**config.mk**
```make
export PLATFORM = sky130hd
export DESIGN_NAME = short_id_codec
export DESIGN_NICKNAME = d
export VERILOG_FILES = /design/src/design/sidc_pkg.sv /design/src/design/sidc_div.sv /design/src/design/short_id_codec.sv
export VERILOG_INCLUDE_DIRS = /design/src /design/src/design
export SDC_FILE = /design/constraint.sdc
export NUM_CORES = 2
export LEC_CHECK = 0
export CORE_MARGIN = 4
export CORE_UTILIZATION = 55
export DETAILED_ROUTE_END_ITERATION = 10
export DONT_BUFFER_PORTS = 1
export PLACE_DENSITY = 0.7
export SYNTH_ARGS = -nofsm -noshare
export SYNTH_HDL_FRONTEND = slang
export SYNTH_HIERARCHICAL = 1
export SYNTH_SLANG_ARGS = --single-unit
```
**constraint.sdc**
```tcl
create_clock -name clock -period 34.7 [get_ports clock]
set_clock_uncertainty 0.15 [all_clocks]
set_input_delay 3.47 -clock clock [delete_from_list [all_inputs] [get_ports clock]]
set_output_delay 3.47 -clock clock [all_outputs]
set_load 0.005 [all_outputs]
```
**src/design/short_id_codec_assert.svh**
```systemverilog
// Assertion macros for the short ID codec.
// Uses the enclosing module's clock and reset; NO_ASSERTIONS removes the checks.
`ifndef SHORT_ID_CODEC_ASSERT_SVH
`define SHORT_ID_CODEC_ASSERT_SVH
`ifndef NO_ASSERTIONS
`define SIDC_ASSERT(name, prop) \
   name: assert property (@(posedge clock) disable iff (reset) prop) \
      else $error("short_id_codec: check failed");
`define SIDC_ASSERT_RST(name, prop) \
   name: assert property (@(posedge clock) prop) \
      else $error("short_id_codec: check failed across reset");
`else
`define SIDC_ASSERT(name, prop)
`define SIDC_ASSERT_RST(name, prop)
`endif
`endif

```
**src/design/sidc_pkg.sv**
```systemverilog
// Shared types and constants for the short ID codec.
// No dependencies.
package sidc_pkg;

   localparam int DEF_MAX_SYMBOLS   = 32;
   localparam int DEF_MAX_ID_LENGTH = 16;

   localparam int QUOT_W       = 64;
   localparam int CHAR_W       = 8;
   localparam int ALPHA_IDX_W  = 5;
   localparam int ALPHA_DEPTH  = 32;
   localparam int SYM_COUNT_W  = 6;
   localparam int REV_W        = 5;
   localparam int LEN_W        = 5;
   localparam int NUMBER_W     = 63;
   localparam int CSR_INDEX_W  = 3;

   // divider takes this many quotient bits per cycle
   localparam int DIV_CHUNK    = 8;
   localparam int CHUNK_COUNT  = QUOT_W / DIV_CHUNK;
   localparam int CHUNK_CNT_W  = $clog2(CHUNK_COUNT);

   localparam logic [CSR_INDEX_W-1:0] CSR_ALPHA_0       = 3'd0;
   localparam logic [CSR_INDEX_W-1:0] CSR_ALPHA_1       = 3'd1;
   localparam logic [CSR_INDEX_W-1:0] CSR_ALPHA_2       = 3'd2;
   localparam logic [CSR_INDEX_W-1:0] CSR_ALPHA_3       = 3'd3;
   localparam logic [CSR_INDEX_W-1:0] CSR_SYMBOL_COUNT  = 3'd4;
   localparam logic [CSR_INDEX_W-1:0] CSR_REVERSE_WIDTH = 3'd5;
   localparam logic [CSR_INDEX_W-1:0] CSR_ID_LENGTH     = 3'd6;

   localparam logic OP_ENCODE  = 1'b0;
   localparam logic OP_DECODE  = 1'b1;
   localparam logic KIND_CHAR  = 1'b0;
   localparam logic KIND_VALUE = 1'b1;

   localparam logic [SYM_COUNT_W-1:0] SYM_COUNT_RESET = 6'd32;
   localparam logic [LEN_W-1:0]       ID_LENGTH_RESET = 5'd8;

   typedef logic [ALPHA_DEPTH-1:0][CHAR_W-1:0] alphabet_type;

   typedef enum logic [6:0] {
      ST_IDLE = 7'b0000001,
      ST_DIV  = 7'b0000010,
      ST_EMIT = 7'b0000100,
      ST_LOOK = 7'b0001000,
      ST_ACC  = 7'b0010000,
      ST_DOUT = 7'b0100000,
      ST_HOLD = 7'b1000000
   } sidc_state_type;

   typedef struct packed {
      logic load;
      logic start;
   } sidc_div_ctl_type;

   typedef struct packed {
      logic done;
      logic nonzero;
   } sidc_div_sts_type;

   // reverse the low bs bits of x, upper bits pass
   function automatic logic [QUOT_W-1:0] flip_low(input logic [QUOT_W-1:0] x,
                                                  input logic [REV_W-1:0] bs);
      logic [QUOT_W-1:0] r;
      r = x;
      for (int j = 0; j < 32; j++) begin
         if (j < int'(bs)) begin
            r[j] = x[6'(int'(bs) - 1 - j)];
         end
      end
      return r;
   endfunction

endpackage

```
**src/design/sidc_div.sv**
```systemverilog
// Iterative divider of the short ID codec: one digit per run, eight quotient bits a cycle.
// Depends on sidc_pkg.
module sidc_div import sidc_pkg::*; #(
   parameter int DIGIT_W = 5,
   parameter int BASE_W  = 6
) (
   input  logic                   clock,
   input  logic                   reset,
   input  sidc_div_ctl_type       ctl,
   input  logic [QUOT_W-1:0]      load_value,
   input  logic [BASE_W-1:0]      base,
   output sidc_div_sts_type       sts,
   output logic [DIGIT_W-1:0]     digit
);

   logic [QUOT_W-1:0]      quot_ff, quot_in;
   logic [DIGIT_W-1:0]     rem_ff, rem_in;
   logic [CHUNK_CNT_W-1:0] chunk_ff, chunk_in;
   logic                   busy_ff, busy_in;
   logic                   done_ff, done_in;
   logic [DIGIT_W-1:0]     step_rem;
   logic [DIV_CHUNK-1:0]   step_q;

   always_comb begin
      logic [BASE_W-1:0]    sh;
      logic [DIGIT_W-1:0]   r;
      logic [DIV_CHUNK-1:0] top;
      r   = rem_ff;
      top = quot_ff[QUOT_W-1 -: DIV_CHUNK];
      step_q = '0;
      for (int k = DIV_CHUNK - 1; k >= 0; k--) begin
         sh = {r, top[k]};
         if (sh >= base) begin
            r = DIGIT_W'(sh - base);
            step_q[k] = 1'b1;
         end else begin
            r = DIGIT_W'(sh);
         end
      end
      step_rem = r;
   end

   always_comb begin
      quot_in  = quot_ff;
      rem_in   = rem_ff;
      chunk_in = chunk_ff;
      busy_in  = busy_ff;
      done_in  = 1'b0;
      if (busy_ff) begin
         quot_in  = {quot_ff[QUOT_W-DIV_CHUNK-1:0], step_q};
         rem_in   = step_rem;
         chunk_in = chunk_ff + CHUNK_CNT_W'(1);
         if (chunk_ff == CHUNK_CNT_W'(CHUNK_COUNT - 1)) begin
            busy_in = 1'b0;
            done_in = 1'b1;
         end
      end
      if (ctl.load) begin
         quot_in = load_value;
      end
      if (ctl.start) begin
         busy_in  = 1'b1;
         rem_in   = '0;
         chunk_in = '0;
      end
   end

   always_ff @(posedge clock) begin
      if (reset) begin
         quot_ff  <= '0;
         busy_ff  <= 1'b0;
         done_ff  <= 1'b0;
         chunk_ff <= '0;
      end else begin
         quot_ff  <= quot_in;
         busy_ff  <= busy_in;
         done_ff  <= done_in;
         chunk_ff <= chunk_in;
      end
   end

   always_ff @(posedge clock) begin
      rem_ff <= rem_in;
   end

   assign sts.done    = done_ff;
   assign sts.nonzero = |quot_ff;
   assign digit       = rem_ff;

endmodule

```
**src/design/short_id_codec.sv**
```systemverilog
// Short ID codec: number to fixed-length base-N text ID and back.
// Encode: each digit is one run of the shared divider (8 quotient bits a cycle), then
//   one word per cycle out while the response slot is free.
// Decode: a lookup and an accumulate step per character; the final one also gives the value word.
// Reset is synchronous: registers return to their reset values; digit store is not cleared.
// Depends on sidc_pkg, sidc_div and short_id_codec_assert.svh.
`include "short_id_codec_assert.svh"
module short_id_codec import sidc_pkg::*; #(
   parameter int MAX_SYMBOLS   = DEF_MAX_SYMBOLS,
   parameter int MAX_ID_LENGTH = DEF_MAX_ID_LENGTH
) (
   input  logic                   clock,
   input  logic                   reset,
   input  logic                   req_valid,
   output logic                   req_ready,
   input  logic                   req_opcode,
   input  logic [NUMBER_W-1:0]    req_number,
   input  logic [CHAR_W-1:0]      req_symbol,
   input  logic                   req_final_symbol,
   output logic                   rsp_valid,
   input  logic                   rsp_ready,
   output logic                   rsp_kind,
   output logic [CHAR_W-1:0]      rsp_text_char,
   output logic [QUOT_W-1:0]      rsp_decoded,
   output logic                   rsp_last,
   output logic                   rsp_bad,
   input  logic                   csr_valid,
   output logic                   csr_ready,
   input  logic [CSR_INDEX_W-1:0] csr_index,
   input  logic [QUOT_W-1:0]      csr_data
);

   localparam int DIGIT_W = (MAX_SYMBOLS > 2) ? $clog2(MAX_SYMBOLS) : 1;
   localparam int BASE_W  = DIGIT_W + 1;
   localparam int IDX_W   = (MAX_ID_LENGTH > 1) ? $clog2(MAX_ID_LENGTH) : 1;

   alphabet_type           alpha_ff, alpha_in;
   logic [SYM_COUNT_W-1:0] sym_count_ff, sym_count_in;
   logic [REV_W-1:0]       rev_ff, rev_in;
   logic [LEN_W-1:0]       id_len_ff, id_len_in;

   sidc_state_type         state_ff, state_in;
   logic [IDX_W-1:0]       dig_ff, dig_in;
   logic [QUOT_W-1:0]      acc_ff, acc_in;
   logic                   err_ff, err_in;
   logic [CHAR_W-1:0]      sym_ff, sym_in;
   logic                   final_ff, final_in;
   logic [DIGIT_W-1:0]     idx_ff, idx_in;
   logic [DIGIT_W-1:0]     digit_ff [MAX_ID_LENGTH];
   logic                   digit_we;

   logic                   rsp_valid_ff, rsp_valid_in;
   logic                   rsp_kind_ff, rsp_kind_in;
   logic [CHAR_W-1:0]      rsp_char_ff, rsp_char_in;
   logic [QUOT_W-1:0]      rsp_dec_ff, rsp_dec_in;
   logic                   rsp_last_ff, rsp_last_in;
   logic                   rsp_bad_ff, rsp_bad_in;
   logic                   rsp_load;
   logic                   slot_free;

   logic [BASE_W-1:0]      base;
   logic [IDX_W-1:0]       last_idx;
   logic                   look_found;
   logic [DIGIT_W-1:0]     look_idx;

   sidc_div_ctl_type       div_ctl;
   sidc_div_sts_type       div_sts;
   logic [DIGIT_W-1:0]     div_digit;

   assign csr_ready = 1'b1;

   // configuration registers
   always_comb begin
      alpha_in     = alpha_ff;
      sym_count_in = sym_count_ff;
      rev_in       = rev_ff;
      id_len_in    = id_len_ff;
      if (csr_valid && csr_ready) begin
         unique case (csr_index)
            CSR_ALPHA_0:       alpha_in[7:0]   = csr_data;
            CSR_ALPHA_1:       alpha_in[15:8]  = csr_data;
            CSR_ALPHA_2:       alpha_in[23:16] = csr_data;
            CSR_ALPHA_3:       alpha_in[31:24] = csr_data;
            CSR_SYMBOL_COUNT:  sym_count_in    = csr_data[SYM_COUNT_W-1:0];
            CSR_REVERSE_WIDTH: rev_in          = csr_data[REV_W-1:0];
            CSR_ID_LENGTH:     id_len_in       = csr_data[LEN_W-1:0];
            default: ;
         endcase
      end
   end

   // clamped base and ID length
   always_comb begin
      if (sym_count_ff < 6'd2) begin
         base = BASE_W'(2);
      end else if (sym_count_ff > SYM_COUNT_W'(MAX_SYMBOLS)) begin
         base = BASE_W'(MAX_SYMBOLS);
      end else begin
         base = BASE_W'(sym_count_ff);
      end
      if (id_len_ff == '0) begin
         last_idx = '0;
      end else if (id_len_ff > LEN_W'(MAX_ID_LENGTH)) begin
         last_idx = IDX_W'(MAX_ID_LENGTH - 1);
      end else begin
         last_idx = IDX_W'(id_len_ff - 5'd1);
      end
   end

   // alphabet lookup, highest matching index wins
   always_comb begin
      look_found = 1'b0;
      look_idx   = '0;
      for (int i = 0; i < MAX_SYMBOLS; i++) begin
         if ((BASE_W'(i) < base) && (alpha_ff[i] == sym_ff)) begin
            look_found = 1'b1;
            look_idx   = DIGIT_W'(i);
         end
      end
   end

   sidc_div #(
      .DIGIT_W (DIGIT_W),
      .BASE_W  (BASE_W)
   ) u_div (
      .clock      (clock),
      .reset      (reset),
      .ctl        (div_ctl),
      .load_value (flip_low({1'b0, req_number}, rev_ff)),
      .base       (base),
      .sts        (div_sts),
      .digit      (div_digit)
   );

   assign slot_free = !rsp_valid_ff || rsp_ready;
   assign req_ready = (state_ff == ST_IDLE);

   always_comb begin
      state_in    = state_ff;
      dig_in      = dig_ff;
      acc_in      = acc_ff;
      err_in      = err_ff;
      sym_in      = sym_ff;
      final_in    = final_ff;
      idx_in      = idx_ff;
      digit_we    = 1'b0;
      div_ctl     = '0;
      rsp_load    = 1'b0;
      rsp_kind_in = KIND_CHAR;
      rsp_char_in = '0;
      rsp_dec_in  = '0;
      rsp_last_in = 1'b0;
      rsp_bad_in  = 1'b0;
      unique case (state_ff)
         ST_IDLE: begin
            if (req_valid) begin
               if (req_opcode == OP_ENCODE) begin
                  div_ctl.load  = 1'b1;
                  div_ctl.start = 1'b1;
                  dig_in        = '0;
                  state_in      = ST_DIV;
               end else begin
                  sym_in   = req_symbol;
                  final_in = req_final_symbol;
                  state_in = ST_LOOK;
               end
            end
         end
         ST_DIV: begin
            if (div_sts.done) begin
               digit_we = 1'b1;
               if (dig_ff == last_idx) begin
                  state_in = ST_EMIT;
               end else begin
                  dig_in        = dig_ff + IDX_W'(1);
                  div_ctl.start = 1'b1;
               end
            end
         end
         ST_EMIT: begin
            if (slot_free) begin
               rsp_load    = 1'b1;
               rsp_kind_in = KIND_CHAR;
               rsp_char_in = alpha_ff[ALPHA_IDX_W'(digit_ff[dig_ff])];
               rsp_last_in = (dig_ff == '0);
               rsp_bad_in  = div_sts.nonzero;
               if (dig_ff == '0) begin
                  state_in = ST_IDLE;
               end else begin
                  dig_in = dig_ff - IDX_W'(1);
               end
            end
         end
         ST_LOOK: begin
            idx_in   = look_idx;
            err_in   = err_ff | !look_found;
            state_in = ST_ACC;
         end
         ST_ACC: begin
            acc_in   = acc_ff * QUOT_W'(base) + QUOT_W'(idx_ff);
            state_in = final_ff ? ST_DOUT : ST_IDLE;
         end
         ST_DOUT: begin
            if (slot_free) begin
               rsp_load    = 1'b1;
               rsp_kind_in = KIND_VALUE;
               rsp_dec_in  = flip_low(acc_ff, rev_ff);
               rsp_last_in = 1'b1;
               rsp_bad_in  = err_ff;
               acc_in      = '0;
               err_in      = 1'b0;
               state_in    = ST_IDLE;
            end
         end
         default: begin
            state_in = ST_IDLE;
         end
      endcase
   end

   assign rsp_valid_in = rsp_load || (rsp_valid_ff && !rsp_ready);

   always_ff @(posedge clock) begin
      if (reset) begin
         alpha_ff     <= '0;
         sym_count_ff <= SYM_COUNT_RESET;
         rev_ff       <= '0;
         id_len_ff    <= ID_LENGTH_RESET;
         state_ff     <= ST_IDLE;
         dig_ff       <= '0;
         acc_ff       <= '0;
         err_ff       <= 1'b0;
         rsp_valid_ff <= 1'b0;
      end else begin
         alpha_ff     <= alpha_in;
         sym_count_ff <= sym_count_in;
         rev_ff       <= rev_in;
         id_len_ff    <= id_len_in;
         state_ff     <= state_in;
         dig_ff       <= dig_in;
         acc_ff       <= acc_in;
         err_ff       <= err_in;
         rsp_valid_ff <= rsp_valid_in;
      end
   end

   always_ff @(posedge clock) begin
      sym_ff   <= sym_in;
      final_ff <= final_in;
      idx_ff   <= idx_in;
      if (digit_we) begin
         digit_ff[dig_ff] <= div_digit;
      end
      if (rsp_load) begin
         rsp_kind_ff <= rsp_kind_in;
         rsp_char_ff <= rsp_char_in;
         rsp_dec_ff  <= rsp_dec_in;
         rsp_last_ff <= rsp_last_in;
         rsp_bad_ff  <= rsp_bad_in;
      end
   end

   assign rsp_valid     = rsp_valid_ff;
   assign rsp_kind      = rsp_kind_ff;
   assign rsp_text_char = rsp_char_ff;
   assign rsp_decoded   = rsp_dec_ff;
   assign rsp_last      = rsp_last_ff;
   assign rsp_bad       = rsp_bad_ff;

   `SIDC_ASSERT(a_value_word_is_last, rsp_valid && rsp_kind == KIND_VALUE |-> rsp_last)
   `SIDC_ASSERT(a_div_done_in_div, div_sts.done |-> state_ff == ST_DIV)
   `SIDC_ASSERT(a_dout_clears_acc, state_ff == ST_DOUT && slot_free |=> acc_ff == '0 && !err_ff)
   `SIDC_ASSERT(a_accept_leaves_idle, req_valid && req_ready |=> state_ff != ST_IDLE)
   `SIDC_ASSERT_RST(a_reset_empties_rsp, $past(reset) |-> !rsp_valid)

endmodule

```
======== Word level (Yosys, flattened, before mapping) ========
Memories as Yosys holds them, arrays and structs flattened. A register that Yosys moved wholly into a read port is not among the register bits.
Index checks and enable logic that the tools add are counted.
word-level totals
  register bits ........................... 512
  latch bits .............................. 0
  bits in writable memories ............... 80
  bits in read-only memories .............. 0
  output and inout bits ................... 78
  word-level logic and storage cells ...... 712
  memories ................................ 1
cells by class
  $add $sub $neg .......................... 44
  multiply operators ...................... 1
  divide/modulo/power cells ............... 0
  order comparisons ....................... 106
  equal/unequal tests ..................... 55
  shifts and indexed selects .............. 0
  muxes and demuxes ....................... 377
  bitwise operators ....................... 2
  reductions and logical operators ........ 68
memory list
  name      words  bits a word  read ports  clocked after memory_dff  write ports  RTL line              source
  digit_ff  16     5            1           1                         1            short_id_codec.sv:49  logic [DIGIT_W-1:0] digit_ff [MAX_ID_LENGTH];
operators with widths
  cell                 number
  $bmux 1 s6           62
  $eq 8x8->1           32
  $lt 6x8->1 const B   31
  $mux 1               245
  $pmux 64 s2          1
  $mux 63              2
  $mux 5               22
  $lt 5x6->1 const A   16
  $sub 6x6->6 const B  15
  $mux 4               19
  $lt 5x5->1 const A   15
  $add 64x5->64        1
  $mul 64x6->64        1
  $mux 64              1
  $reduce_or 64->1     1
  $ge 6x6->1           8
  $lt 4x6->1 const A   8
  $sub 6x5->6 const B  8
  $mux 7               6
  $pmux 7 s6           1
  $bmux 8 s5           1
  $lt 4x5->1 const A   8
  $sub 5x5->5          8
  $logic_and 1x1->1    33
  other kinds (52)     108

======== Longest topological paths before layout ========
  depth in word-level cells ............... 40
  gate-level depth with buffers ........... 60
  gate-level depth less buffers ........... 57

======== Hierarchy ========
The synthesis kept the hierarchy.
by module, submodules not included
  module          instances  cells each  area an instance (um^2)
  short_id_codec  1          5,034       45,142.0
  sidc_div        1          716         5,626.6

======== Worst setup path before layout ========
No wires, ideal clock.
  kind .................................... register to register
  start ................................... reg sym_count_ff[2]
  end ..................................... reg u_div.quot_ff[0]
  data arrival time ....................... 13,669 ps
  required time ........................... 34,480 ps
  path slack .............................. 20,810 ps
  stages on the path, launching flop included .. 59
  path buffers ............................ 2
  clock period less this slack ............ 13,890 ps
  cells stage by stage .................... dfxtp_1 > nor3_1 > nor2_1 > nor2_1 > clkbuf_1 > clkbuf_1 > inv_1 > fa_1 > a211oi_1 > or2_4 > nand2_1 > a21oi_1 > mux2_2 > ha_1 > and3_1 > a31oi_1 > a31oi_2 > mux2i_1 > (+23 left out) > and3_1 > a31oi_1 > a31oi_1 > mux2i_1 > inv_1 > fa_1 > nor2b_1 > o31ai_1 > a31oi_2 > inv_1 > a21o_1 > ha_1 > a21o_1 > a21oi_1 > a311oi_2 > nor2_1 > or3_1 > a21oi_1
on the way
  cells in the longest elaborated chain, start to end .. 21
  elaborated cells between the ends (all ways) .. 29
  classes of those cells .................. add/sub: 7; order compare: 10; mux: 12
ends and longest elaborated chain
  item                                       RTL line                        source
  start: declaration                         short_id_codec.sv:38            logic [SYM_COUNT_W-1:0] sym_count_ff, sym_count_in;
  start signal: assignment                   short_id_codec.sv:236           sym_count_ff <= sym_count_in;
  $gt 6x6->1                                 short_id_codec.sv:96            end else if (sym_count_ff > SYM_COUNT_W'(MAX_SYMBOLS)) begin
  $mux 6                                     short_id_codec.sv:96
  $mux 6 *                                   short_id_codec.sv:94            if (sym_count_ff < 6'd2) begin
  named net base[1]                          short_id_codec.sv:61            logic [BASE_W-1:0] base;
  $sub 5x5->5 or $ge 6x6->1 (tied branches)  sidc_div.sv:34, sidc_div.sv:33
  $mux 5                                     sidc_div.sv:33                  if (sh >= base) begin
  $sub 5x5->5 or $ge 6x6->1 (tied branches)  sidc_div.sv:34, sidc_div.sv:33
  $mux 5                                     sidc_div.sv:33
  (+6 left out)                              -
  $sub 5x5->5 or $ge 6x6->1 (tied branches)  sidc_div.sv:34, sidc_div.sv:33
  $mux 5                                     sidc_div.sv:33
  $sub 5x5->5 or $ge 6x6->1 (tied branches)  sidc_div.sv:34, sidc_div.sv:33
  $mux 5                                     sidc_div.sv:33
  $ge 6x6->1 *                               sidc_div.sv:33
  $mux 1 *                                   sidc_div.sv:33
  $mux 63 *                                  sidc_div.sv:49                  if (busy_ff) begin
  $mux 63 *                                  sidc_div.sv:58                  if (ctl.load) begin
  end signal: assignment                     sidc_div.sv:75                  quot_ff <= quot_in;
  end: declaration                           sidc_div.sv:16                  logic [QUOT_W-1:0] quot_ff, quot_in;
The timed path passes the listed nets; every way through them passes the cells marked *. The select of a mux whose other input is x is not followed.
A chain may end at the register's enable or synchronous reset.

======== Final worst setup path ========
  start ................................... reg sym_count_ff[3]
  end ..................................... reg u_div.quot_ff[0]
on the way
  cells in the longest elaborated chain, start to end .. 21
  elaborated cells between the ends (all ways) .. 29
  classes of those cells .................. add/sub: 7; order compare: 10; mux: 12
ends and longest elaborated chain
  item                                       RTL line
  $gt 6x6->1                                 short_id_codec.sv:96
  $mux 6                                     short_id_codec.sv:96
  $mux 6 *                                   short_id_codec.sv:94
  $sub 5x5->5 or $ge 6x6->1 (tied branches)  sidc_div.sv:34, sidc_div.sv:33
  $mux 5                                     sidc_div.sv:33
  $sub 5x5->5 or $ge 6x6->1 (tied branches)  sidc_div.sv:34, sidc_div.sv:33
  $mux 5                                     sidc_div.sv:33
  $sub 5x5->5 or $ge 6x6->1 (tied branches)  sidc_div.sv:34, sidc_div.sv:33
  (+5 left out)                              -
  $ge 6x6->1 or $sub 5x5->5 (tied branches)  sidc_div.sv:33, sidc_div.sv:34
  $mux 5                                     sidc_div.sv:33
  $sub 5x5->5 or $ge 6x6->1 (tied branches)  sidc_div.sv:34, sidc_div.sv:33
  $mux 5                                     sidc_div.sv:33
  $ge 6x6->1 *                               sidc_div.sv:33
  $mux 1 *                                   sidc_div.sv:33
  $mux 63 *                                  sidc_div.sv:49
  $mux 63 *                                  sidc_div.sv:58
Mark *: on every way between the ends. The rest lies on a longest branch, timed or not. The select of a mux whose other input is x is not followed.

==> results.py <==
metrics = {
    "layout": {
        "final_common_cell": "nand2_1",
        "antennaDiodeCount": 0,
        "layout_common_cells": "nand2_1, a21oi_1, dfxtp_1, nor2_1, inv_1",
        "final_nets": 6043,
        "fin_cells": 6688,
        "drive_gt1_share_pct": 8.63,
        "syn_to_final_growth_pct": 5.09,
        "final_util_pct": 58.2,
    },
    "sta": {
        "worst_slew_pin_slew_ns": 1.89,
        "finalCritPeriodShare_pct": 48.8,
        "final-setup-viol-count": 0,
        "finalSetupTns_ns": 0,
        "hold_violations": 0,
        "max-slew-margin-rel_pct": -25.9,
        "finalCriticalPeriod_ns": 16.94,
        "slew_viol_final": 155,
        "rsz0062_at_grt": "false",
        "fin_hold_ws_ns": 0.328,
        "max_freq_ghz": 0.0590,
    },
    "critical_path": {
        "reg2reg_depth": 56,
        "critPathMaxFanout": 56,
        "critPathLaunchType": "flip-flop",
        "ff2ff_setup_slack_ns": 17.76,
        "crit_path_end_kind": "flip-flop",
        "slowest_stage": "dfxtp_1",
        "worst_r2r_startpoint": "sym_count_ff[3]",
        "path_common_cell": "inv_1",
        "crit_type": "reg2reg",
        "critPathArrivalTime_ns": 17.35,
        "r2r_end": "u_div/quot_ff[0]",
        "crit_required_ns": 35.12,
        "slowest_delay_ns": 0.82,
    },
    "placement": {
        "place_inst": 6564,
        "portBuffers": 0,
        "gp_congestion": 0.985,
        "dpl.hpwl_microns": 121000,
    },
    "run_status": {
        "violations": "slew limit",
        "status": "complete, but fails checks",
    },
    "die": {
        "die_height_microns": 312,
        "core-area_sq_um": 91700,
        "die_x_microns": 312,
        "fp-row-count": 111,
        "io-pin-count": 223,
        "start_util_pct": 55.4,
        "design.die.area_sq_um": 97200,
    },
    "clocking": {
        "root_buffer": "clkbuf_16",
        "cts_hold_buf": 0,
        "ctsResizeCount": 0,
        "clockBufferDepth": 3,
        "cts_tree": "built",
        "clkLatencyLatePin_ns": 0.66,
        "numCtsBuffers": 68,
        "cts_htree_levels": 3,
        "clock_sinks": 595,
        "cts_setup_buffers": 0,
        "clkTransAtPathRegs_ns": 0.06,
    },
    "grt": {
        "grt_usage_pct": 33.4,
        "antenna_found_initial": 1,
        "grt_pass1_wl_microns": 252000,
        "grt_overflow": 0,
        "first_global_vias": 40800,
        "grt_max_degree": 395,
    },
    "synthesis": {
        "synth_area_sq_um": 50800,
        "ys_top_cells_by_area": "dfxtp_1, edfxtp_1, fa_1",
        "postSynthAreaPerCell_sq_um": 8.83,
        "syn_nets": 6345,
        "synth-edff-count": 169,
        "synth_cells": 5750,
        "synth_ff_type": "dfxtp_1",
        "ys.warnings.count": 6,
        "synth_seq_cells": 595,
        "synth-seq-area-share_pct": 26.8,
        "synth_top_area_cell": "dfxtp_1",
        "synth_top_area_share_pct": 16.8,
        "synthArstFlopShare_pct": 0,
        "yosysUniqueCellTypes": 95,
    },
    "routing": {
        "wire_per_inst_microns": 25.0,
        "vias": 42800,
        "drc": 0,
        "drtIter0Drc": 5319,
        "ant_nets": 0,
        "vias_per_cell": 6.40,
        "routed_wl_microns": 167000,
        "first_pass_iters": 6,
    },
    "hold_path": {
        "hp-start": "alpha_ff[181]",
        "hold_class": "reg2reg",
        "hold_end": "alpha_ff[181]",
        "holdPathStages": 2,
    },
    "pwr": {
        "power_density_nw_per_um2": 63.3,
        "p_total_w": 0.00338,
        "p_leak_nw": 21.5,
        "ir_worst_vdd_mv": 0.261,
    },
    "run": {
        "cap_violations": 0,
    },
}
==> flip-flops by register name (all words and copies together), names as in the netlist, 3 cells and up, named ones only <==
register and cells:
alpha_ff 256, digit_ff 80, acc_ff 64, rsp_decoded 64
u_div/quot_ff 64, rsp_text_char 8, sym_ff 8, state_ff 6
sym_count_ff 6, id_len_ff 5, idx_ff 5, rev_ff 5
u_div/digit 5, dig_ff 4, u_div/chunk_ff 3
==> Yosys cell counts (145+ instances only) <==
library cell / count
clkbuf_1: 325
dfxtp_1: 426
xor2_1: 145
fa_1: 248
xnor2_1: 234
nand2_1: 1116
edfxtp_1: 169
inv_1: 333
nor2_1: 351
a21oi_1: 562
ha_1: 202
o21ai_0: 169
mux2i_1: 291
mux4_2: 182
==> final cells by class <==
class / count / area, sq um
Clock buffer: 99 / 1990
Clock inverter: 25 / 327
Tap cell: 1186 / 1480
Inverter: 337 / 1270
Multi-Input combinational cell: 4391 / 34300
Fill cell: 8073 / 38300
Sequential cell: 595 / 13600
Timing Repair Buffer: 55 / 413
==> critical path, delay by kind of cell (launching register included) <==
| family | cells | cell delay (ns) |
|---|---|---|
| buffers and inverters | 9 | 1.97 |
| flip-flops | 1 | 0.82 |
| AO/OA/AOI/OAI | 22 | 6.97 |
| multiplexers | 3 | 1.32 |
| adder cells (fa/ha/maj) | 8 | 2.85 |
| AND/OR/NAND/NOR | 14 | 2.66 |
==> cell families after synthesis <==
group           synth area share [%]
mux                             17.1
simple gates                    16.3
buf+inv                         5.99
xor+xnor                        6.71
other cells                   0.0148
compound gates                  12.3
fa+ha+maj                       14.8
flops                           26.8
==> worst max path at each step <==
| stage | startpoint | endpoint | slack (ns) | cells after the start |
|---|---|---|---|---|
| after CTS | sym_count_ff[3] | u_div/quot_ff[0] | 17.87 | 56 |
| after global routing | sym_count_ff[3] | u_div/quot_ff[0] | 16.48 | 56 |
| after global placement | sym_count_ff[3] | u_div/quot_ff[0] | 18.13 | 56 |
| after floorplan | sym_count_ff[2] | u_div/quot_ff[0] | 20.81 | 58 |
| after detailed placement | sym_count_ff[3] | u_div/quot_ff[0] | 17.93 | 56 |
| final | sym_count_ff[3] | u_div/quot_ff[0] | 17.76 | 56 |
==> metal layers <==
layer | share of wire [%] | global-route usage, % | up-vias
met1 | 39 | 44.3 | 20800
met3 | 10 | 7.34 | 493
met5 | 0 | 0 | -
li1 | - | - | 19200
met2 | 45 | 52.4 | 2332
met4 | 5.5 | 15.7 | 0
==> through the flow <==
step / setup slack [ns] / area (sq um)
6_report: 17.76 / 53400
5_1_grt: 16.48 / 53400
4_1_cts: 17.87 / 53400
3_5_place_dp: 17.93 / 51000
3_3_place_gp: 18.13 / 51000
2_1_floorplan: 20.81 / 50800
==> where the power goes <==
group	leakage [nW]	internal (W)	total (W)	switching, W
Sequential	5.02	0.000739	0.000766	0.0000268
Clock	1.13	0.000433	0.000753	0.000320
Combinational	15.4	0.000780	0.00186	0.00108
Total	21.5	0.00195	0.00338	0.00143
No activity file was read; power rests on OpenSTA's default activity.
